**config.mk**
```make
export PLATFORM = sky130hd
export DESIGN_NAME = bridge_lift_sequencer
export DESIGN_NICKNAME = d
export VERILOG_FILES = /design/src/hw/rtl/blseq_pkg.sv /design/src/hw/rtl/bridge_lift_sequencer.sv /design/src/hw/rtl/blseq_csr.sv /design/src/hw/rtl/blseq_core.sv
export SDC_FILE = /design/constraint.sdc
export NUM_CORES = 1
export LEC_CHECK = 0
export BUFFER_PORTS_ARGS = -buffer_cell sky130_fd_sc_hd__buf_4
export CAP_MARGIN = 10
export CORE_MARGIN = 1
export CORE_UTILIZATION = 50
export CTS_CLUSTER_DIAMETER = 50
export CTS_CLUSTER_SIZE = 10
export DETAILED_ROUTE_END_ITERATION = 10
export PLACE_DENSITY = 0.79
export SYNTH_ARGS = -nofsm -noshare
export SYNTH_HDL_FRONTEND = slang
export SYNTH_SLANG_ARGS = --single-unit
export TNS_END_PERCENT = 30
```
**constraint.sdc**
```tcl
create_clock -name clock -period 7.3 [get_ports clock]
set_input_delay 1.095 -clock clock [delete_from_list [all_inputs] [get_ports clock]]
set_output_delay 1.095 -clock clock [all_outputs]
set_load 0.05 [all_outputs]
```
**src/hw/rtl/blseq_pkg.sv**
```systemverilog
// ----------------------------------------------------------------------------
// blseq_pkg
// Shared types, codes and reset values for the bridge lift sequencer.
// ----------------------------------------------------------------------------
package blseq_pkg;

   // default widths of the internal position and time state
   localparam int POSITION_BITS_DEF = 10;
   localparam int TIME_BITS_DEF     = 32;

   // fixed field widths
   localparam int OP_W       = 2;
   localparam int SAMPLE_W   = 10;
   localparam int PRESSURE_W = 10;
   localparam int DIST_W     = 9;
   localparam int NOW_W      = 32;
   localparam int CODE_W     = 3;
   localparam int DRIVE_W    = 2;
   localparam int DUTY_W     = 8;
   localparam int EVENT_W    = 4;
   localparam int TIMEOUT_W  = 16;

   localparam int REQ_TDATA_W = 64;
   localparam int REQ_TUSER_W = 3;
   localparam int RSP_TDATA_W = 32;

   localparam int CSR_INDEX_W = 4;
   localparam int CSR_DATA_W  = 16;

   // request kinds
   localparam logic [OP_W-1:0] OP_STEP  = 2'd0;
   localparam logic [OP_W-1:0] OP_ESTOP = 2'd1;
   localparam logic [OP_W-1:0] OP_CLEAR = 2'd2;

   // register indexes
   localparam logic [CSR_INDEX_W-1:0] REG_UP_POSITION   = 4'd0;
   localparam logic [CSR_INDEX_W-1:0] REG_DOWN_POSITION = 4'd1;
   localparam logic [CSR_INDEX_W-1:0] REG_OBJECT_LIMIT  = 4'd2;
   localparam logic [CSR_INDEX_W-1:0] REG_PRESSURE_LIMIT = 4'd3;
   localparam logic [CSR_INDEX_W-1:0] REG_MOVE_TIMEOUT  = 4'd4;
   localparam logic [CSR_INDEX_W-1:0] REG_START_BAND    = 4'd5;
   localparam logic [CSR_INDEX_W-1:0] REG_STOP_BAND     = 4'd6;
   localparam logic [CSR_INDEX_W-1:0] REG_MOTOR_DUTY    = 4'd7;

   // reported state codes
   localparam logic [CODE_W-1:0] CODE_IDLE     = 3'd0;
   localparam logic [CODE_W-1:0] CODE_LIFTING  = 3'd1;
   localparam logic [CODE_W-1:0] CODE_LOWERING = 3'd2;
   localparam logic [CODE_W-1:0] CODE_UP       = 3'd3;
   localparam logic [CODE_W-1:0] CODE_DOWN     = 3'd4;
   localparam logic [CODE_W-1:0] CODE_ERROR    = 3'd5;

   // motor direction
   localparam logic [DRIVE_W-1:0] DRIVE_STOP  = 2'd0;
   localparam logic [DRIVE_W-1:0] DRIVE_RAISE = 2'd1;
   localparam logic [DRIVE_W-1:0] DRIVE_LOWER = 2'd2;

   typedef enum logic [5:0] {
      ST_IDLE     = 6'b000001,
      ST_LIFTING  = 6'b000010,
      ST_LOWERING = 6'b000100,
      ST_UP       = 6'b001000,
      ST_DOWN     = 6'b010000,
      ST_ERROR    = 6'b100000
   } state_type;

   typedef enum logic [EVENT_W-1:0] {
      EV_NONE        = 4'd0,
      EV_OBJECT_STOP = 4'd1,
      EV_IR_STOP     = 4'd2,
      EV_FAULT_STOP  = 4'd3,
      EV_START_UP    = 4'd4,
      EV_START_DOWN  = 4'd5,
      EV_REACHED_UP  = 4'd6,
      EV_REACHED_DN  = 4'd7,
      EV_TIMEOUT     = 4'd8,
      EV_EMERGENCY   = 4'd9,
      EV_RESET       = 4'd10
   } event_type;

   typedef struct packed {
      logic [SAMPLE_W-1:0]   up_position;
      logic [SAMPLE_W-1:0]   down_position;
      logic [DIST_W-1:0]     object_limit;
      logic [PRESSURE_W-1:0] pressure_limit;
      logic [TIMEOUT_W-1:0]  move_timeout_ms;
      logic [SAMPLE_W-1:0]   start_band;
      logic [SAMPLE_W-1:0]   stop_band;
      logic [DUTY_W-1:0]     motor_duty;
   } cfg_type;

   localparam cfg_type CFG_RESET = '{
      up_position:     10'd800,
      down_position:   10'd200,
      object_limit:    9'd20,
      pressure_limit:  10'd500,
      move_timeout_ms: 16'd15000,
      start_band:      10'd20,
      stop_band:       10'd10,
      motor_duty:      8'd150
   };

   typedef struct packed {
      logic [OP_W-1:0]       op;
      logic                  sensor_update;
      logic [SAMPLE_W-1:0]   position_sample;
      logic [PRESSURE_W-1:0] pressure_sample;
      logic [DIST_W-1:0]     distance_cm;
      logic                  ir_blocked;
      logic                  up_pressed;
      logic                  down_pressed;
      logic [NOW_W-1:0]      now_ms;
   } req_type;

   typedef struct packed {
      logic [CODE_W-1:0]   state_code;
      logic [DRIVE_W-1:0]  drive;
      logic                pump_on;
      logic                valve_open;
      logic [DUTY_W-1:0]   duty_out;
      logic                manual_active;
      logic [SAMPLE_W-1:0] target_out;
      logic                fault_latched;
      logic [EVENT_W-1:0]  event_res;
   } rsp_type;

   function automatic logic [CODE_W-1:0] state_code_f(input state_type s);
      logic [CODE_W-1:0] code;
      case (s)
         ST_IDLE:     code = CODE_IDLE;
         ST_LIFTING:  code = CODE_LIFTING;
         ST_LOWERING: code = CODE_LOWERING;
         ST_UP:       code = CODE_UP;
         ST_DOWN:     code = CODE_DOWN;
         ST_ERROR:    code = CODE_ERROR;
         default:     code = CODE_IDLE;
      endcase
      return code;
   endfunction

endpackage

```
**src/hw/rtl/bridge_lift_sequencer.sv**
```systemverilog
// ----------------------------------------------------------------------------
// bridge_lift_sequencer
// Control sequencer for a hydraulic lifting bridge, one request per cycle while results are taken.
// ----------------------------------------------------------------------------
// Usage:
//   req_*  : one request per transfer (control step, emergency stop or
//            clear after error), kind and sample flag on req_tuser.
//   rsp_*  : exactly one result per request, in request order.
//   csr_*  : register writes, always ready; write only while no request
//            is outstanding.
// Timing: an accepted request sits in the input register, where the state
//   update and result are computed combinationally; the result then lands
//   in the output register, which drives rsp_tvalid. Throughput is one
//   request per cycle while rsp_tready stays high, set by the single-pass
//   state update loop in the core.
// Reset: all sequencer state and registers return to their defaults
//   (idle, target at the lowered position); both channels come up empty.
// Stall: while rsp_tready is low the output register holds its result;
//   one more request is taken into the input register, then req_tready
//   drops until the result is taken.
// ----------------------------------------------------------------------------
module bridge_lift_sequencer
   import blseq_pkg::*;
#(
   parameter int POSITION_BITS = POSITION_BITS_DEF,
   parameter int TIME_BITS     = TIME_BITS_DEF
)(
   input  logic                   clock,
   input  logic                   reset,
   input  logic                   req_tvalid,
   output logic                   req_tready,
   // position_sample, pressure_sample, distance_cm, ir_blocked,
   // up_pressed, down_pressed, now_ms
   input  logic [REQ_TDATA_W-1:0] req_tdata,
   // op, sensor_update
   input  logic [REQ_TUSER_W-1:0] req_tuser,
   output logic                   rsp_tvalid,
   input  logic                   rsp_tready,
   // state_code, drive, pump_on, valve_open, duty_out, manual_active,
   // target_out, fault_latched, event_res, zero pad
   output logic [RSP_TDATA_W-1:0] rsp_tdata,
   input  logic                   csr_valid,
   output logic                   csr_ready,
   input  logic [CSR_INDEX_W-1:0] csr_index,
   input  logic [CSR_DATA_W-1:0]  csr_wdata
);

   cfg_type cfg;
   req_type req_bus;
   req_type req_ff, req_in;
   logic    req_valid_ff, req_valid_in;
   rsp_type rsp_core;
   rsp_type rsp_ff, rsp_in;
   logic    rsp_valid_ff, rsp_valid_in;
   logic    req_take, fire;

   assign csr_ready = 1'b1;

   blseq_csr u_csr (
      .clock    (clock),
      .reset    (reset),
      .wr_en    (csr_valid & csr_ready),
      .wr_index (csr_index),
      .wr_data  (csr_wdata),
      .cfg      (cfg)
   );

   always_comb begin
      req_bus.op              = req_tuser[1:0];
      req_bus.sensor_update   = req_tuser[2];
      req_bus.position_sample = req_tdata[9:0];
      req_bus.pressure_sample = req_tdata[19:10];
      req_bus.distance_cm     = req_tdata[28:20];
      req_bus.ir_blocked      = req_tdata[29];
      req_bus.up_pressed      = req_tdata[30];
      req_bus.down_pressed    = req_tdata[31];
      req_bus.now_ms          = req_tdata[63:32];
   end

   // request in the input register moves on when the output slot is free or its result is being taken
   assign fire       = req_valid_ff & (~rsp_valid_ff | rsp_tready);
   assign req_tready = ~req_valid_ff | fire;
   assign req_take   = req_tvalid & req_tready;

   assign req_valid_in = req_take | (req_valid_ff & ~fire);
   assign req_in       = req_take ? req_bus : req_ff;
   assign rsp_valid_in = fire | (rsp_valid_ff & ~rsp_tready);
   assign rsp_in       = fire ? rsp_core : rsp_ff;

   blseq_core #(
      .POSITION_BITS (POSITION_BITS),
      .TIME_BITS     (TIME_BITS)
   ) u_core (
      .clock   (clock),
      .reset   (reset),
      .step_en (fire),
      .req     (req_ff),
      .cfg     (cfg),
      .rsp     (rsp_core)
   );

   always_ff @(posedge clock) begin
      if (reset) begin
         req_valid_ff <= 1'b0;
         rsp_valid_ff <= 1'b0;
      end else begin
         req_valid_ff <= req_valid_in;
         rsp_valid_ff <= rsp_valid_in;
      end
   end

   always_ff @(posedge clock) begin
      req_ff <= req_in;
      rsp_ff <= rsp_in;
   end

   assign rsp_tvalid = rsp_valid_ff;
   assign rsp_tdata  = {1'b0, rsp_ff.event_res, rsp_ff.fault_latched, rsp_ff.target_out,
                        rsp_ff.manual_active, rsp_ff.duty_out, rsp_ff.valve_open,
                        rsp_ff.pump_on, rsp_ff.drive, rsp_ff.state_code};

endmodule

```
**src/hw/rtl/blseq_csr.sv**
```systemverilog
// ----------------------------------------------------------------------------
// blseq_csr
// Configuration register file: targets, limits, bands and motor duty.
// ----------------------------------------------------------------------------
module blseq_csr
   import blseq_pkg::*;
(
   input  logic                   clock,
   input  logic                   reset,
   input  logic                   wr_en,
   input  logic [CSR_INDEX_W-1:0] wr_index,
   input  logic [CSR_DATA_W-1:0]  wr_data,
   output cfg_type                cfg
);

   cfg_type cfg_ff;
   cfg_type cfg_in;

   always_comb begin
      cfg_in = cfg_ff;
      if (wr_en) begin
         case (wr_index)
            REG_UP_POSITION:    cfg_in.up_position     = wr_data[SAMPLE_W-1:0];
            REG_DOWN_POSITION:  cfg_in.down_position   = wr_data[SAMPLE_W-1:0];
            REG_OBJECT_LIMIT:   cfg_in.object_limit    = wr_data[DIST_W-1:0];
            REG_PRESSURE_LIMIT: cfg_in.pressure_limit  = wr_data[PRESSURE_W-1:0];
            REG_MOVE_TIMEOUT:   cfg_in.move_timeout_ms = wr_data[TIMEOUT_W-1:0];
            REG_START_BAND:     cfg_in.start_band      = wr_data[SAMPLE_W-1:0];
            REG_STOP_BAND:      cfg_in.stop_band       = wr_data[SAMPLE_W-1:0];
            REG_MOTOR_DUTY:     cfg_in.motor_duty      = wr_data[DUTY_W-1:0];
            default:            cfg_in = cfg_ff;
         endcase
      end
   end

   always_ff @(posedge clock) begin
      if (reset) begin
         cfg_ff <= CFG_RESET;
      end else begin
         cfg_ff <= cfg_in;
      end
   end

   assign cfg = cfg_ff;

endmodule

```
**src/hw/rtl/blseq_core.sv**
```systemverilog
// ----------------------------------------------------------------------------
// blseq_core
// Sequencer state and the single-pass next-state / result logic.
// ----------------------------------------------------------------------------
module blseq_core
   import blseq_pkg::*;
#(
   parameter int POSITION_BITS = POSITION_BITS_DEF,
   parameter int TIME_BITS     = TIME_BITS_DEF
)(
   input  logic    clock,
   input  logic    reset,
   input  logic    step_en,
   input  req_type req,
   input  cfg_type cfg,
   output rsp_type rsp
);

   localparam int PW = POSITION_BITS;
   localparam int TW = TIME_BITS;
   // signed compare width: room for target plus band without overflow
   localparam int CW = ((PW > SAMPLE_W) ? PW : SAMPLE_W) + 2;

   state_type     state_ff, state_in;
   logic [PW-1:0] pos_ff, pos_in;
   logic [PW-1:0] tgt_ff, tgt_in;
   logic          manual_ff, manual_in;
   logic          fault_ff, fault_in;
   logic [TW-1:0] start_ff, start_in;
   event_type     event_sel;

   logic [PW-1:0] sample_pos, up_pos, down_pos;
   logic [PW-1:0] step_pos, step_tgt;
   logic          step_fault, step_manual;
   logic [TW-1:0] now_t, elapsed;
   logic          timed_out, obj_stop;
   logic signed [CW-1:0] pos_s, tgt_s, diff_s, abs_s, start_band_s, stop_band_s;
   logic          far_off, raise_dir, up_reached, down_reached, moving;

   assign sample_pos = PW'(req.position_sample);
   assign up_pos     = PW'(cfg.up_position);
   assign down_pos   = PW'(cfg.down_position);

   // effect of sample and buttons on a control step
   assign step_pos    = req.sensor_update ? sample_pos : pos_ff;
   assign step_fault  = fault_ff |
                        (req.sensor_update & (req.pressure_sample > cfg.pressure_limit));
   assign step_manual = manual_ff | req.up_pressed | req.down_pressed;
   assign step_tgt    = req.down_pressed ? down_pos : (req.up_pressed ? up_pos : tgt_ff);

   assign pos_s        = $signed(CW'(step_pos));
   assign tgt_s        = $signed(CW'(step_tgt));
   assign start_band_s = $signed(CW'(cfg.start_band));
   assign stop_band_s  = $signed(CW'(cfg.stop_band));
   assign diff_s       = pos_s - tgt_s;
   assign abs_s        = (diff_s < 0) ? -diff_s : diff_s;
   assign far_off      = abs_s > start_band_s;
   assign raise_dir    = tgt_s > pos_s;
   assign up_reached   = pos_s >= (tgt_s - stop_band_s);
   assign down_reached = pos_s <= (tgt_s + stop_band_s);

   assign obj_stop = (step_tgt == down_pos) && (req.distance_cm != '0) &&
                     (req.distance_cm < cfg.object_limit);

   // elapsed time wraps at the time width
   assign now_t     = TW'(req.now_ms);
   assign elapsed   = now_t - start_ff;
   assign timed_out = elapsed > TW'(cfg.move_timeout_ms);

   always_comb begin
      state_in  = state_ff;
      pos_in    = pos_ff;
      tgt_in    = tgt_ff;
      manual_in = manual_ff;
      fault_in  = fault_ff;
      start_in  = start_ff;
      event_sel = EV_NONE;
      case (req.op)
         OP_STEP: begin
            pos_in    = step_pos;
            tgt_in    = step_tgt;
            manual_in = step_manual;
            fault_in  = step_fault;
            if ((state_ff == ST_LOWERING) && obj_stop) begin
               state_in  = ST_IDLE;
               event_sel = EV_OBJECT_STOP;
            end else if ((state_ff == ST_LOWERING) && req.ir_blocked) begin
               state_in  = ST_IDLE;
               event_sel = EV_IR_STOP;
            end else if (step_fault) begin
               state_in  = ST_ERROR;
               event_sel = EV_FAULT_STOP;
            end else begin
               case (state_ff)
                  ST_IDLE: begin
                     if (far_off) begin
                        start_in = now_t;
                        if (raise_dir) begin
                           state_in  = ST_LIFTING;
                           event_sel = EV_START_UP;
                        end else begin
                           state_in  = ST_LOWERING;
                           event_sel = EV_START_DOWN;
                        end
                     end
                  end
                  ST_LIFTING: begin
                     if (up_reached) begin
                        state_in  = ST_UP;
                        event_sel = EV_REACHED_UP;
                     end else if (timed_out) begin
                        state_in  = ST_ERROR;
                        event_sel = EV_TIMEOUT;
                     end
                  end
                  ST_LOWERING: begin
                     if (down_reached) begin
                        state_in  = ST_DOWN;
                        event_sel = EV_REACHED_DN;
                     end else if (timed_out) begin
                        state_in  = ST_ERROR;
                        event_sel = EV_TIMEOUT;
                     end
                  end
                  ST_UP, ST_DOWN: begin
                     state_in  = ST_IDLE;
                     manual_in = 1'b0;
                  end
                  default: begin
                     state_in = state_ff;
                  end
               endcase
            end
         end
         OP_ESTOP: begin
            state_in  = ST_ERROR;
            fault_in  = 1'b1;
            event_sel = EV_EMERGENCY;
         end
         OP_CLEAR: begin
            state_in  = ST_IDLE;
            fault_in  = 1'b0;
            manual_in = 1'b0;
            pos_in    = sample_pos;
            event_sel = EV_RESET;
         end
         default: begin
            event_sel = EV_NONE;
         end
      endcase
   end

   always_ff @(posedge clock) begin
      if (reset) begin
         state_ff  <= ST_IDLE;
         pos_ff    <= '0;
         tgt_ff    <= PW'(CFG_RESET.down_position);
         manual_ff <= 1'b0;
         fault_ff  <= 1'b0;
         start_ff  <= '0;
      end else if (step_en) begin
         state_ff  <= state_in;
         pos_ff    <= pos_in;
         tgt_ff    <= tgt_in;
         manual_ff <= manual_in;
         fault_ff  <= fault_in;
         start_ff  <= start_in;
      end
   end

   assign moving = (state_in == ST_LIFTING) || (state_in == ST_LOWERING);

   always_comb begin
      rsp.state_code    = state_code_f(state_in);
      rsp.drive         = (state_in == ST_LIFTING)  ? DRIVE_RAISE :
                          (state_in == ST_LOWERING) ? DRIVE_LOWER : DRIVE_STOP;
      rsp.pump_on       = moving;
      rsp.valve_open    = moving;
      rsp.duty_out      = moving ? cfg.motor_duty : '0;
      rsp.manual_active = manual_in;
      rsp.target_out    = SAMPLE_W'(tgt_in);
      rsp.fault_latched = fault_in;
      rsp.event_res     = event_sel;
   end

endmodule

```
==> summary.txt <==
Placement
  • Count of input and output buffers: 124
  • Area of placed instances: 0.0157 sq mm
  • Placer's final routability congestion estimate: 0.951
  • Post-DP HPWL: 27600 microns

Finish
  • Post-layout utilization of the core: 0.588
  • Non-Filler Cell Area, Final: 0.0169 sq mm
  • Most common library cell in the layout ignoring fill and taps: nand2_1
  • Post-layout nets: 1928
  • Share of cells above drive strength 1: 0.136
  • Antenna cells: 0
  • Signed area change from the synthesized netlist to the final layout: 16.0%
  • Most frequent cells in the layout: nand2_1 (182), nor2_1 (162), a21oi_1 (145), dfxtp_1 (145), inv_1 (133)

Setup path
  • Dominant delay contributor by cell family on the critical path: compound AO/OA/AOI/OAI gates
  • Start-to-end type of the worst setup path: register to register
  • End point of the critical path: rsp_tdata[10]$_SDFFCE_PN0P_
  • Cells traversed along the worst timing path: mux2_2 > mux2i_1 > inv_1 > ha_1 > fa_1 > nor2b_1 > o21a_1 > o31ai_1 > a21oi_1 > nand2b_1 > a31o_2 > nor2_1 > xnor2_1 > ha_1 > nand3_1 > o21ai_0 > a221o_1 > a21oi_1 > a21oi_1 > o21bai_4 > or3_4 > a221oi_4 > xor2_4 > nor3b_1
  • Category of the worst setup path launch point: register
  • Worst-path cell with the longest stage delay: edfxtp_1
  • Arrival time at the worst endpoint: 6720 ps
  • Worst reg-to-reg setup slack: 820 ps
  • Crit path depth: 24
  • R2r startpoint: req_ff[33]$_DFFE_PP_
  • Critical path's largest stage delay: 630 ps
  • Critical path buffer and inverter count: 1
  • Cell depth of the worst flop-to-flop path: 24
  • Launching element of the worst setup path: req_ff[33]$_DFFE_PP_
  • Crit path required time: 7540 ps
  • Critical Path End Type: register
  • Capture instance of the worst register-to-register path: rsp_tdata[10]$_SDFFCE_PN0P_
  • Most prevalent standard cell on the critical path: a21oi_1
  • Maximum fanout count along the critical path: 11

Global route
  • Initial antenna violation count: 1
  • Wire length of the first global-routing pass: 59300 microns
  • GRT met3 Usage: 0.0354
  • Remaining global-route overflow: 0
  • Aggregate global-route resource usage: 0.247
  • Met1 usage in global routing: 0.347
  • Number of global-route vias before repair: 11504
  • Layer with the highest usage after global routing: met2
  • Met2 demand-to-capacity share in global routing: 0.382
  • Pin count of the biggest net entering global routing: 82

Floorplanning
  • Core region area: 0.0287 sq mm
  • Standard-cell rows: 62
  • Number of top-level pins: 127
  • Area of the die: 0.0298 sq mm
  • Die width: 173 microns
  • Die Height: 173 microns
  • Initial standard-cell utilization of the core: 0.507

Synth
  • Number of unique standard cell types used by synthesis: 78
  • Commonest register cell after synthesis: dfxtp_1
  • Top post-synthesis cells by area: edfxtp_1 (20%), dfxtp_1 (20%), ha_1 (11%)
  • Post-synth net total: 1830
  • Mapped cell area: 0.0146 sq mm
  • Number of flops mapped to enable cells by yosys: 97
  • Share of synthesized registers carrying an async set or reset: 0
  • Largest area contributor in the synthesized netlist: edfxtp_1
  • Top cell type's share of synthesized area: 0.200
  • Synthesized netlist cell count: 1604
  • Synthesized flop and latch total: 242
  • Synth warn: 0
  • Post-Syn Area per Cell: 9.07 sq um
  • Register area share after synthesis: 0.400

Power
  • Sw Share: 0.276
  • Net switching power of the design: 1.05 mW
  • Clock network fraction of total power: 0.425
  • Total internal power: 2.76 mW
  • Combinational share of power: 0.184
  • P per Cell Area: 226 mW/mm^2
  • Peak supply drop: 162 uV
  • Static power due to leakage: 6.99 nW
  • Reg power frac: 0.392

Clock network
  • Skew-Pair Late Insertion Delay: 510 ps
  • TritonCTS sink count: 242
  • Number of hold buffers added after cts: 0
  • Number of buffers inserted during clock tree synthesis: 35
  • Root Buffer: clkbuf_16
  • Clock tree from TritonCTS: done
  • CTS clk-pin slew, worst paths: 50 ps
  • Post-CTS setup buffer count: 0
  • Max H-tree Level: 2
  • Max Root-Sink Buffers: 3
  • Resize count post-CTS: 0

Timing
  • Measured slew at the worst slew-check pin: 1230 ps
  • Max-slew headroom: 0.178
  • Clock Skews: 20.5 ps
  • RSZ-0062 raised after global routing: false
  • Setup TNS Final: 0 ps
  • Clock period minus final worst setup slack: 6480 ps
  • Post-route fraction of the period consumed by the critical path: 0.888
  • Max Transition Viols Final: 0
  • Total count of hold-check failures in the final report: 0
  • Number of setup violations in the final report: 0
  • Achievable clock frequency: 154 MHz

Drt
  • Post-detailed-route count of antenna-violating nets: 0
  • Wire length reported by the detailed router: 37000 microns
  • Initial DRT Pass Iterations: 5
  • Detail-routed via count per cell: 5.66
  • Vias: 11955
  • Detailed Route Iter0 Violations: 880
  • Routed len/inst: 17.5 microns
  • # DRC: 0

Run
  • Maximum Capacitance Violations: 0

Status
  • Status: finished clean

Min path
  • Type of the most critical hold path: register to register
[logic make-up (layout without fill, tap and decap cells)]
group,Yosys count,in the layout,synth area share
adder cells (fa/ha/maj),134,134,0.117
multiplexers,88,88,0.0632
AND/OR/NAND/NOR,500,500,0.157
AO/OA/AOI/OAI,377,377,0.171
buffers and inverters,202,327,0.0539
XOR/XNOR,59,59,0.0368
other,2,2,0.000516
flip-flops,242,242,0.400
[registers in the layout, indices dropped and copies added (netlist names)]
signal / cells
u_core.manual_ff: 1
u_core.fault_ff: 1
u_csr.cfg: 83
u_core.state_ff: 6
u_core.tgt_ff: 10
rsp_tvalid: 1
u_core.start_ff: 32
u_core.pos_ff: 10
req_valid_ff: 1
rsp_tdata: 30
req_ff: 67
[worst register-to-register path, stage by stage (launching register included)]
cell and delay (ps):
edfxtp_1 630, mux2_2 410, mux2i_1 230, inv_1 120, ha_1 250, fa_1 410, nor2b_1 130, o21a_1 180
o31ai_1 110, a21oi_1 260, nand2b_1 200, a31o_2 260, nor2_1 70, xnor2_1 130, ha_1 320, nand3_1 100
o21ai_0 240, a221o_1 190, a21oi_1 60, a21oi_1 400, o21bai_4 170, or3_4 430, a221oi_4 520, xor2_4 280
nor3b_1 100
[stage by stage]
step	setup WS [ps]	hold slack, ps	instances	total power [mW]
final	819	452	2113	3.81
after global routing	313	468	2113	3.98
after CTS	882	456	2113	3.84
after detailed placement	910	448	2049	2.21
after global placement	1060	442	2049	2.20
after floorplan	1460	432	1604	2.01
[worst min path at each step]
| stage | slack [ps] | from | end | depth (start not counted) |
|---|---|---|---|---|
| final | 450 | u_core.start_ff[13]$_SDFFE_PP0P_ | u_core.start_ff[13]$_SDFFE_PP0P_ | 2 |
| after floorplan | 430 | u_csr.cfg[78]$_SDFFE_PP1P_ | u_csr.cfg[78]$_SDFFE_PP1P_ | 2 |
| after global routing | 470 | u_core.start_ff[28]$_SDFFE_PP0P_ | u_core.start_ff[28]$_SDFFE_PP0P_ | 2 |
| after CTS | 460 | u_core.start_ff[13]$_SDFFE_PP0P_ | u_core.start_ff[13]$_SDFFE_PP0P_ | 2 |
| after global placement | 440 | u_core.start_ff[26]$_SDFFE_PP0P_ | u_core.start_ff[26]$_SDFFE_PP0P_ | 2 |
| after detailed placement | 450 | u_core.start_ff[13]$_SDFFE_PP0P_ | u_core.start_ff[13]$_SDFFE_PP0P_ | 2 |
[final cells by class]
type                       count  area (sq um)
tap                          384           480
clock inverter                11           110
fill                        2487         11800
multi-input combinational   1160          7970
timing repair buffer         130           976
sequential                   242          5820
inverter                     133           499
clock buffer                  53          1030
[power by group through the flow]
stage	Clock [mW]	Combinational, mW	Sequential, mW
2_1_floorplan	0	0.478	1.53
3_3_place_gp	0	0.682	1.52
3_5_place_dp	0	0.688	1.52
4_1_cts	1.65	0.694	1.49
5_1_grt	1.71	0.774	1.50
6_report	1.62	0.700	1.49
[Yosys cell counts, drive strengths merged (26+ instances only)]
library cell / n
nand2: 182
nor2: 162
a21oi: 146
dfxtp: 145
inv: 133
ha: 130
edfxtp: 97
mux2i: 57
clkbuf: 53
o21ai: 50
a211o: 36
xnor2: 33
mux2: 31
a21o: 29
xor2: 26
[layer usage]
layer	share of wire	wire length, microns
met1	0.47	17400
met2	0.44	16200
met3	0.058	2130
met4	0.034	1260
met5	0	0
(Power assumes the default switching activity.)
